`config.mk`:
```
export PLATFORM = sky130hd
export DESIGN_NAME = xor_archive_directory_parser
export DESIGN_NICKNAME = d
export VERILOG_FILES = /design/src/xadp_pkg.sv /design/src/xadp_parse.sv /design/src/xadp_outq.sv /design/src/xor_archive_directory_parser.sv
export SDC_FILE = /design/constraint.sdc
export NUM_CORES = 2
export LEC_CHECK = 0
export BUFFER_PORTS_ARGS = -buffer_cell sky130_fd_sc_hd__clkbuf_2
export CORE_UTILIZATION = 50
export DETAILED_ROUTE_END_ITERATION = 10
export PLACE_DENSITY = 0.71
export SETUP_SLACK_MARGIN = 0.3
export SYNTH_ARGS = -nofsm -noshare
export SYNTH_HDL_FRONTEND = slang
export SYNTH_SLANG_ARGS = --single-unit
```
`constraint.sdc`:
```
create_clock -name clk -period 5.7 [get_ports clk]
set_input_delay 0.285 -clock clk [delete_from_list [all_inputs] [get_ports clk]]
set_output_delay 0.285 -clock clk [all_outputs]
set_load 0.02 [all_outputs]
```
`src/xadp_pkg.sv`:
```
// Shared types, constants and helpers for the XOR archive directory parser.
package xadp_pkg;

	localparam int KeyBytesDefault = 8;

	// Configuration port
	localparam int AddrWidth = 4;
	localparam logic RegKeyBytes  = 1'b0;
	localparam logic RegKeyLength = 1'b1;

	// Archive format
	localparam logic [31:0] ArchiveMagic = 32'hBAC0_4AC0;
	localparam logic [7:0]  Backslash    = 8'h5C;
	localparam logic [7:0]  Slash        = 8'h2F;

	// Result codes
	localparam logic [1:0] EndFlagSeen = 2'd0;
	localparam logic [1:0] EndTrunc    = 2'd1;
	localparam logic [1:0] ErrMagic    = 2'd0;
	localparam logic [1:0] ErrVersion  = 2'd1;
	localparam logic [1:0] ErrShort    = 2'd2;

	// Result queue
	localparam int QDepth = 4;
	localparam int QPtrW  = $clog2(QDepth);
	localparam int QCntW  = $clog2(QDepth + 1);

	typedef enum logic [1:0] {
		KIND_NAME,
		KIND_ENTRY,
		KIND_END,
		KIND_ERROR
	} kind_t;

	typedef enum logic [2:0] {
		PH_MAGIC,
		PH_VERSION,
		PH_FLAG,
		PH_NAMELEN,
		PH_NAME,
		PH_SIZE,
		PH_TIME,
		PH_DONE
	} phase_t;

	typedef struct packed {
		kind_t              kind;
		logic [7:0]         name_char;
		logic [7:0]         key_char;
		logic [31:0]        entry_index;
		logic signed [31:0] entry_size;
		logic signed [63:0] entry_time;
		logic [31:0]        entry_start;
		logic [31:0]        header_length;
		logic [1:0]         code;
		logic               final_res;
	} result_t;

	function automatic logic [7:0] to_upper(input logic [7:0] c);
		logic [7:0] u;
		u = c;
		if (c >= 8'h61 && c <= 8'h7A) begin
			u = c - 8'h20;
		end
		return u;
	endfunction

endpackage

```
`src/xadp_parse.sv`:
```
// Input register, decryption and parse state: one byte per cycle unless stalled.
module xadp_parse #(
	parameter int KEY_BYTES = xadp_pkg::KeyBytesDefault
) (
	input  logic              clk,
	input  logic              arst_n,
	input  logic              byte_valid,
	output logic              byte_stall,
	input  logic [7:0]        raw_byte,
	input  logic              last_byte,
	input  logic [63:0]       key_bytes,
	input  logic [3:0]        key_length,
	input  logic              space_ok,
	output logic              push0,
	output logic              push1,
	output xadp_pkg::result_t res0,
	output xadp_pkg::result_t res1
);

	localparam logic [3:0] KlenMax = 4'(KEY_BYTES);

	logic       valid_s1;
	logic [7:0] byte_s1;
	logic       last_s1;
	logic       proc;

	xadp_pkg::phase_t phase_q, phase_d;
	logic [3:0]  fcnt_q, fcnt_d;
	logic [2:0]  kpos_q, kpos_d;
	logic [31:0] off_q, off_d;
	logic [63:0] shift_q, shift_d;
	logic [31:0] held_q, held_d;
	logic [7:0]  nrem_q, nrem_d;
	logic [31:0] start_q, start_d;
	logic [31:0] cnt_q, cnt_d;

	logic [3:0]  klen;
	logic [3:0]  kpos_inc;
	logic [7:0]  b;
	logic [7:0]  c;
	logic [3:0]  fcnt_inc;
	logic [63:0] sh_ins4;
	logic [63:0] sh_ins8;
	logic [7:0]  nrem_dec;
	logic        p_valid;
	logic        e_valid;
	xadp_pkg::result_t p;
	xadp_pkg::result_t e;

	assign proc       = valid_s1 && space_ok;
	assign byte_stall = valid_s1 && !space_ok;

	always_ff @(posedge clk or negedge arst_n) begin
		if (!arst_n) begin
			valid_s1 <= 1'b0;
		end else if (!byte_stall) begin
			valid_s1 <= byte_valid;
		end
	end

	always_ff @(posedge clk) begin
		if (!byte_stall && byte_valid) begin
			byte_s1 <= raw_byte;
			last_s1 <= last_byte;
		end
	end

	always_comb begin
		klen     = (key_length > KlenMax) ? KlenMax : key_length;
		kpos_inc = {1'b0, kpos_q} + 4'd1;
		b        = byte_s1;
		kpos_d   = kpos_q;
		if (klen != 4'd0) begin
			b      = byte_s1 ^ key_bytes[{kpos_q, 3'b000} +: 8];
			kpos_d = (kpos_inc >= klen) ? 3'd0 : kpos_inc[2:0];
		end
		off_d    = off_q + 32'd1;
		fcnt_inc = fcnt_q + 4'd1;
		sh_ins4  = shift_q | (64'(b) << {fcnt_q[1:0], 3'b000});
		sh_ins8  = shift_q | (64'(b) << {fcnt_q[2:0], 3'b000});
		nrem_dec = nrem_q - 8'd1;
		c        = (b == xadp_pkg::Backslash) ? xadp_pkg::Slash : b;

		phase_d = phase_q;
		fcnt_d  = fcnt_q;
		shift_d = shift_q;
		held_d  = held_q;
		nrem_d  = nrem_q;
		start_d = start_q;
		cnt_d   = cnt_q;
		p_valid = 1'b0;
		p       = '0;
		e_valid = 1'b0;
		e       = '0;

		unique case (phase_q) inside
			xadp_pkg::PH_MAGIC, xadp_pkg::PH_VERSION: begin
				shift_d = sh_ins4;
				fcnt_d  = fcnt_inc;
				if (fcnt_inc >= 4'd4) begin
					shift_d = '0;
					fcnt_d  = '0;
					if (phase_q == xadp_pkg::PH_MAGIC) begin
						if (sh_ins4[31:0] != xadp_pkg::ArchiveMagic) begin
							p_valid = 1'b1;
							p.code  = xadp_pkg::ErrMagic;
							phase_d = xadp_pkg::PH_DONE;
						end else begin
							phase_d = xadp_pkg::PH_VERSION;
						end
					end else begin
						if (sh_ins4[31:0] != 32'd0) begin
							p_valid = 1'b1;
							p.code  = xadp_pkg::ErrVersion;
							phase_d = xadp_pkg::PH_DONE;
						end else begin
							phase_d = xadp_pkg::PH_FLAG;
						end
					end
				end
				// A header cut short reports once, unless a bad field already did.
				if (last_s1 && (phase_d == xadp_pkg::PH_MAGIC ||
				    phase_d == xadp_pkg::PH_VERSION)) begin
					p_valid = 1'b1;
					p.code  = xadp_pkg::ErrShort;
					phase_d = xadp_pkg::PH_DONE;
				end
				if (p_valid) begin
					p.kind          = xadp_pkg::KIND_ERROR;
					p.header_length = off_d;
				end
			end
			xadp_pkg::PH_FLAG: begin
				if (b[7]) begin
					p_valid         = 1'b1;
					p.kind          = xadp_pkg::KIND_END;
					p.entry_index   = cnt_q;
					p.header_length = off_d;
					p.code          = xadp_pkg::EndFlagSeen;
					phase_d         = xadp_pkg::PH_DONE;
				end else begin
					phase_d = xadp_pkg::PH_NAMELEN;
				end
			end
			xadp_pkg::PH_NAMELEN: begin
				nrem_d  = b;
				phase_d = (b == 8'd0) ? xadp_pkg::PH_SIZE : xadp_pkg::PH_NAME;
			end
			xadp_pkg::PH_NAME: begin
				p_valid       = 1'b1;
				p.kind        = xadp_pkg::KIND_NAME;
				p.name_char   = c;
				p.key_char    = xadp_pkg::to_upper(c);
				p.entry_index = cnt_q;
				nrem_d        = nrem_dec;
				if (nrem_dec == 8'd0) begin
					phase_d = xadp_pkg::PH_SIZE;
				end
			end
			xadp_pkg::PH_SIZE: begin
				shift_d = sh_ins4;
				fcnt_d  = fcnt_inc;
				if (fcnt_inc >= 4'd4) begin
					held_d  = sh_ins4[31:0];
					shift_d = '0;
					fcnt_d  = '0;
					phase_d = xadp_pkg::PH_TIME;
				end
			end
			xadp_pkg::PH_TIME: begin
				shift_d = sh_ins8;
				fcnt_d  = fcnt_inc;
				if (fcnt_inc >= 4'd8) begin
					p_valid       = 1'b1;
					p.kind        = xadp_pkg::KIND_ENTRY;
					p.entry_index = cnt_q;
					p.entry_size  = held_q;
					p.entry_time  = sh_ins8;
					p.entry_start = start_q;
					start_d       = start_q + held_q;
					cnt_d         = cnt_q + 32'd1;
					shift_d       = '0;
					fcnt_d        = '0;
					phase_d       = xadp_pkg::PH_FLAG;
				end
			end
			default: begin
			end
		endcase

		if (last_s1) begin
			if (phase_d != xadp_pkg::PH_DONE) begin
				e_valid         = 1'b1;
				e.kind          = xadp_pkg::KIND_END;
				e.entry_index   = cnt_d;
				e.header_length = off_d;
				e.code          = xadp_pkg::EndTrunc;
			end
			// The next byte opens a new archive.
			phase_d = xadp_pkg::PH_MAGIC;
			fcnt_d  = '0;
			kpos_d  = '0;
			off_d   = '0;
			shift_d = '0;
			held_d  = '0;
			nrem_d  = '0;
			start_d = '0;
			cnt_d   = '0;
		end

		e.final_res = 1'b1;
		p.final_res = !e_valid;
		push0       = proc && (p_valid || e_valid);
		push1       = proc && p_valid && e_valid;
		res0        = p_valid ? p : e;
		res1        = e;
	end

	always_ff @(posedge clk or negedge arst_n) begin
		if (!arst_n) begin
			phase_q <= xadp_pkg::PH_MAGIC;
			fcnt_q  <= '0;
			kpos_q  <= '0;
			off_q   <= '0;
			shift_q <= '0;
			held_q  <= '0;
			nrem_q  <= '0;
			start_q <= '0;
			cnt_q   <= '0;
		end else if (proc) begin
			phase_q <= phase_d;
			fcnt_q  <= fcnt_d;
			kpos_q  <= kpos_d;
			off_q   <= off_d;
			shift_q <= shift_d;
			held_q  <= held_d;
			nrem_q  <= nrem_d;
			start_q <= start_d;
			cnt_q   <= cnt_d;
		end
	end

endmodule

```
`src/xadp_outq.sv`:
```
// Result queue: up to two results in per cycle, one out unless stalled.
module xadp_outq (
	input  logic              clk,
	input  logic              arst_n,
	input  logic              push0,
	input  logic              push1,
	input  xadp_pkg::result_t res0,
	input  xadp_pkg::result_t res1,
	output logic              space_ok,
	output logic              res_valid,
	input  logic              res_stall,
	output xadp_pkg::result_t head
);

	xadp_pkg::result_t mem_q [xadp_pkg::QDepth];
	logic [xadp_pkg::QPtrW-1:0] wr_q;
	logic [xadp_pkg::QPtrW-1:0] rd_q;
	logic [xadp_pkg::QCntW-1:0] cnt_q;
	logic [xadp_pkg::QPtrW-1:0] wr1;
	logic [xadp_pkg::QCntW-1:0] npush;
	logic                       pop;

	// Room for two results is needed before an item is processed.
	assign space_ok  = (cnt_q <= xadp_pkg::QCntW'(xadp_pkg::QDepth - 2));
	assign res_valid = (cnt_q != '0);
	assign pop       = res_valid && !res_stall;
	assign head      = mem_q[rd_q];
	assign wr1       = wr_q + 1'b1;
	assign npush     = xadp_pkg::QCntW'(push0) + xadp_pkg::QCntW'(push1);

	always_ff @(posedge clk) begin
		if (push0) begin
			mem_q[wr_q] <= res0;
		end
		if (push1) begin
			mem_q[wr1] <= res1;
		end
	end

	always_ff @(posedge clk or negedge arst_n) begin
		if (!arst_n) begin
			wr_q  <= '0;
			rd_q  <= '0;
			cnt_q <= '0;
		end else begin
			wr_q  <= wr_q + xadp_pkg::QPtrW'(npush);
			rd_q  <= rd_q + xadp_pkg::QPtrW'(pop);
			cnt_q <= cnt_q + npush - xadp_pkg::QCntW'(pop);
		end
	end

endmodule

```
`src/xor_archive_directory_parser.sv`:
```
// Top level of the XOR archive directory parser with its configuration registers.
//
// The block takes one archive byte per cycle while byte_stall is low: each byte is
// registered, then decrypted and parsed from that register while the next byte is
// taken in. A byte gives zero, one or two results; they enter a four-entry result
// queue and leave one per cycle while res_stall is low. Only the final byte of an
// archive can give two results. Input is held off only while the result queue
// has fewer than two free entries.
// Write key_bytes (address 0) and key_length (address 8) while the block is idle;
// the key index restarts with each archive.
module xor_archive_directory_parser #(
	parameter int KEY_BYTES = xadp_pkg::KeyBytesDefault
) (
	input  logic                          clk,
	input  logic                          arst_n,
	input  logic                          psel,
	input  logic                          penable,
	input  logic                          pwrite,
	input  logic [xadp_pkg::AddrWidth-1:0] paddr,
	input  logic [63:0]                   pwdata,
	output logic [63:0]                   prdata,
	output logic                          pready,
	input  logic                          byte_valid,
	output logic                          byte_stall,
	input  logic [7:0]                    raw_byte,
	input  logic                          last_byte,
	output logic                          res_valid,
	input  logic                          res_stall,
	output logic [1:0]                    kind,
	output logic [7:0]                    name_char,
	output logic [7:0]                    key_char,
	output logic [31:0]                   entry_index,
	output logic signed [31:0]            entry_size,
	output logic signed [63:0]            entry_time,
	output logic [31:0]                   entry_start,
	output logic [31:0]                   header_length,
	output logic [1:0]                    code,
	output logic                          final_res
);

	logic [63:0] key_bytes_q;
	logic [3:0]  key_length_q;
	logic        cfg_wr;
	logic        space_ok;
	logic        push0;
	logic        push1;
	xadp_pkg::result_t res0;
	xadp_pkg::result_t res1;
	xadp_pkg::result_t head;

	assign pready = 1'b1;
	assign cfg_wr = psel && penable && pwrite && pready;

	always_ff @(posedge clk or negedge arst_n) begin
		if (!arst_n) begin
			key_bytes_q  <= '0;
			key_length_q <= '0;
		end else if (cfg_wr) begin
			if (paddr[3] == xadp_pkg::RegKeyLength) begin
				key_length_q <= pwdata[3:0];
			end else begin
				key_bytes_q <= pwdata;
			end
		end
	end

	always_comb begin
		unique case (paddr[3])
			xadp_pkg::RegKeyBytes:  prdata = key_bytes_q;
			xadp_pkg::RegKeyLength: prdata = {60'd0, key_length_q};
			default:                prdata = '0;
		endcase
	end

	xadp_parse #(
		.KEY_BYTES(KEY_BYTES)
	) u_parse (
		.clk        (clk),
		.arst_n     (arst_n),
		.byte_valid (byte_valid),
		.byte_stall (byte_stall),
		.raw_byte   (raw_byte),
		.last_byte  (last_byte),
		.key_bytes  (key_bytes_q),
		.key_length (key_length_q),
		.space_ok   (space_ok),
		.push0      (push0),
		.push1      (push1),
		.res0       (res0),
		.res1       (res1)
	);

	xadp_outq u_outq (
		.clk       (clk),
		.arst_n    (arst_n),
		.push0     (push0),
		.push1     (push1),
		.res0      (res0),
		.res1      (res1),
		.space_ok  (space_ok),
		.res_valid (res_valid),
		.res_stall (res_stall),
		.head      (head)
	);

	assign kind          = head.kind;
	assign name_char     = head.name_char;
	assign key_char      = head.key_char;
	assign entry_index   = head.entry_index;
	assign entry_size    = head.entry_size;
	assign entry_time    = head.entry_time;
	assign entry_start   = head.entry_start;
	assign header_length = head.header_length;
	assign code          = head.code;
	assign final_res     = head.final_res;

endmodule

```
==> flow_summary_export.csv <==
group,metric,value,unit
power_and_ir_drop,intPower,16.3,mW
synth,synthArstFlopShare,25.4,%
synth,synth_flop_cell,"dfxtp_1",
floorplanning,initial_core_util,50.6,%
final_layout,post-route-util,57.9,%
synth,syn_nets,5682,
final_layout,postLayoutCellArea,0.0611,mm2
grt,grt_pass1_wl,251000,um
outcome,status,"complete, but fails checks",
synth,syn_area_per_cell,9.64,um2
timing,finalCritPeriodShare,92.1,%
worst_setup_path,cp.arrival,5660,ps
final_layout,drive_above_1_share,17.3,%
drt,drc,16,
timing,slew_headroom,23.6,%
drt,viasPerCell,6.10,
timing,min_period,5250,ps
place,post-place-ws,423,ps
clocking,clock-sinks,1127,
worst_setup_path,critical_path.startpoint_type,"flip-flop",
place,hpwl,100000,um
drt,antenna_left,0,
power_and_ir_drop,swShare,37.7,%
timing,tightest_slew,1150,ps
clocking,htreeDepth,3,
clocking,clk_pin_slew,60,ps
worst_setup_path,path_max_fanout,19,
worst_setup_path,end_kind,"flip-flop",
clocking,clock_latency,730,ps
place,place_inst,6957,
timing,whs,30.6,ps
hold_path,hp-class,"in2reg",
power_and_ir_drop,p_comb_share,33.6,%
place,post_dp_cell_area,0.0564,mm2
worst_setup_path,crit_slowest_cell,"or4b_2",
worst_setup_path,path_delay_family,"simple AND/OR/NAND/NOR gates",
clocking,cts_buffers,117,
timing,setup_viol,0,
timing,final_hold_viol_count,0,
synth,yosysWarnings,0,
power_and_ir_drop,power_frac_clock,29.5,%
synth,synthesis.area,0.0535,mm2
timing,grt_setup_unrepaired,"false",
floorplanning,dieArea,0.108,mm2
floorplanning,num_rows,119,
clocking,cts_tree,"built",
final_layout,syn2layout_area_growth,14.2,%
worst_setup_path,cp.required,6110,ps
power_and_ir_drop,ir_drop,0.000448,V
grt,grt_max_degree,143,
clocking,cts_setup_buffers,0,
drt,drtIter0Drc,4580,
floorplanning,die_w,329,um
power_and_ir_drop,seq_power_share,36.9,%
final_layout,n_antenna_cell,0,
timing,tns,0,ps
worst_setup_path,cpMostUsedCell,"buf_4",
synth,synth_edf_count,273,
final_layout,mostFrequentLayoutCell,"nand2_1",
clocking,cts_max_path_buffers,3,
worst_setup_path,path_cells,"buf_4, mux2i_1, nand2_1, and4_1, or4b_2, a21oi_1, o211ai_1, a211oi_1, nand2b_1, and3_1, buf_4, nor3_2, buf_4, nor2_1, o22ai_1",
floorplanning,top_level_ports,364,
clocking,root_buffer,"clkbuf_16",
grt,antenna_found_initial,0,
timing,final-max-slew-violation-count,0,
timing,skew,40.4,ps
floorplanning,coreArea,0.106,mm2
run,cap_viol_max_count,0,
floorplanning,fp.dieH,329,um
final_layout,fin_nets,5895,
worst_setup_path,worstSetupPathType,"reg2reg",
grt,grt_pass1_vias,43000,
place,place_congestion,0.903,
place,port_buffers,359,
grt,gr-usage-all-layers,29.6,%
grt,grt-ovfl-total,0,
synth,syn_inst,5547,
power_and_ir_drop,power,26.1,mW
final_layout,layout_common_cells,"953 x nand2_1, 689 x a21oi_1, 568 x dfxtp_1",
final_layout,fillers,8852,
synth,synth_seq_cells,1127,
power_and_ir_drop,cellPowerDensity,428,mW/mm2
power_and_ir_drop,leakage,23.3,nW
outcome,violations,"DRC",
final_layout,instances_no_fill,7254,
drt,dr.pass1.iters,8,
synth,synth_cell_types,83,
drt,drt_wl_total,163000,um
timing,fin_ws,452,ps
synth,yosysSeqAreaShare,50.0,%
worst_setup_path,slowest_delay,680,ps
worst_setup_path,critPathBufInv,3,
timing,fmax,191,MHz
drt,detail_route.wl_per_cell,22.5,um
power_and_ir_drop,netSwitchingPower,9.85,mW
drt,via_count,44200,
metal layers:
metal  GRT usage (%)  part of all wire [%]  vias up
li1                -                     -    20000
met1            39.4                    40    21600
met2            47.9                    47     2299
met3            5.70                   9.5      351
met4            11.6                   3.6        0
met5               0                     0        -
state kept, by name (all words and copies together), names as in the netlist:
| name | flops |
|---|---|
| u_parse.last_s1 | 1 |
| u_parse.valid_s1 | 1 |
| u_outq.cnt_q | 3 |
| u_parse.byte_s1 | 8 |
| u_parse.nrem_q | 8 |
| u_parse.shift_q | 64 |
| u_parse.start_q | 32 |
| u_parse.cnt_q | 32 |
| u_parse.phase_q | 3 |
| u_parse.fcnt_q | 4 |
| key_bytes_q | 64 |
| u_parse.off_q | 32 |
| u_parse.held_q | 32 |
| u_outq.wr_q | 2 |
| u_outq.mem_q | 832 |
| key_length_q | 4 |
| u_parse.kpos_q | 3 |
| u_outq.rd_q | 2 |
worst paths after layout:
| kind | cells past startpoint | slack, ps | from | to |
|---|---|---|---|---|
| worst min-delay path | 3 | 30 | res_stall | u_outq.rd_q[0] |
| worst max-delay path | 15 | 450 | u_parse.kpos_q[0] | u_outq.mem_q[0][190] |
| min in group asynchronous | 2 | 160 | arst_n | u_parse.shift_q[35] |
| worst min register to register | 2 | 450 | u_outq.mem_q[0][46] | u_outq.mem_q[0][46] |
| max in group asynchronous | 3 | 4000 | arst_n | u_parse.kpos_q[0] |
| worst max register to register | 15 | 450 | u_parse.kpos_q[0] | u_outq.mem_q[0][190] |
cell usage after synthesis, drive strengths merged (125+ instances only):
cell    instances  area share, %
mux2i         125            2.3
a21oi         699            6.6
edfxtp        273             15
nand3         299            2.8
o21ai         272            2.6
dfxtp         568             21
dfrtp         286             13
nor2          488            3.4
nand2         958            6.7
mux4          208            8.8
buf           209            2.1
clkbuf        259            1.8
worst register-to-register path, cell delays in order (launching register included):
cell and delay [ps]:
dfrtp_2 540, buf_4 240, mux2i_1 390, nand2_1 250, and4_1 260, or4b_2 680, a21oi_1 240, o211ai_1 110
a211oi_1 360, nand2b_1 250, and3_1 290, buf_4 340, nor3_2 150, buf_4 210, nor2_1 450, o22ai_1 180
cell type report:
class	instances	area (um2)	area share (%)
multi-input cells	3911	24600	40.4
flip-flops and latches	1127	26700	43.8
clock inverters	52	485	0.795
well taps	1391	1740	2.85
inverters	41	154	0.252
repair buffers	562	3930	6.43
clock buffers	170	3380	5.54
power groups by stage:
stage | combinational [mW] | sequential, mW | clock [mW]
detailed placement | 8.60 | 9.79 | 0
finish | 8.79 | 9.64 | 7.71
global placement | 8.53 | 9.75 | 0
global route | 9.26 | 9.71 | 8.11
floorplan | 5.79 | 9.46 | 0
CTS | 8.67 | 9.62 | 7.77
what timing repair did:
action	in CTS	in global routing
hold buffers	75	0
hold endpoints to repair	158	0
gates resized for setup	0	9
endpoints found under the setup margin	0	586
logic make-up after synthesis:
family / count (synthesis) / share of synthesized area [%]
fa+ha+maj: 51 / 1.22
xor+xnor: 80 / 1.31
compound gates: 1249 / 13.2
mux: 408 / 12.7
flops: 1127 / 50.0
simple gates: 2122 / 17.4
buf+inv: 509 / 4.25
other cells: 1 / 0.00702
No activity file was read; power rests on OpenSTA's default activity.
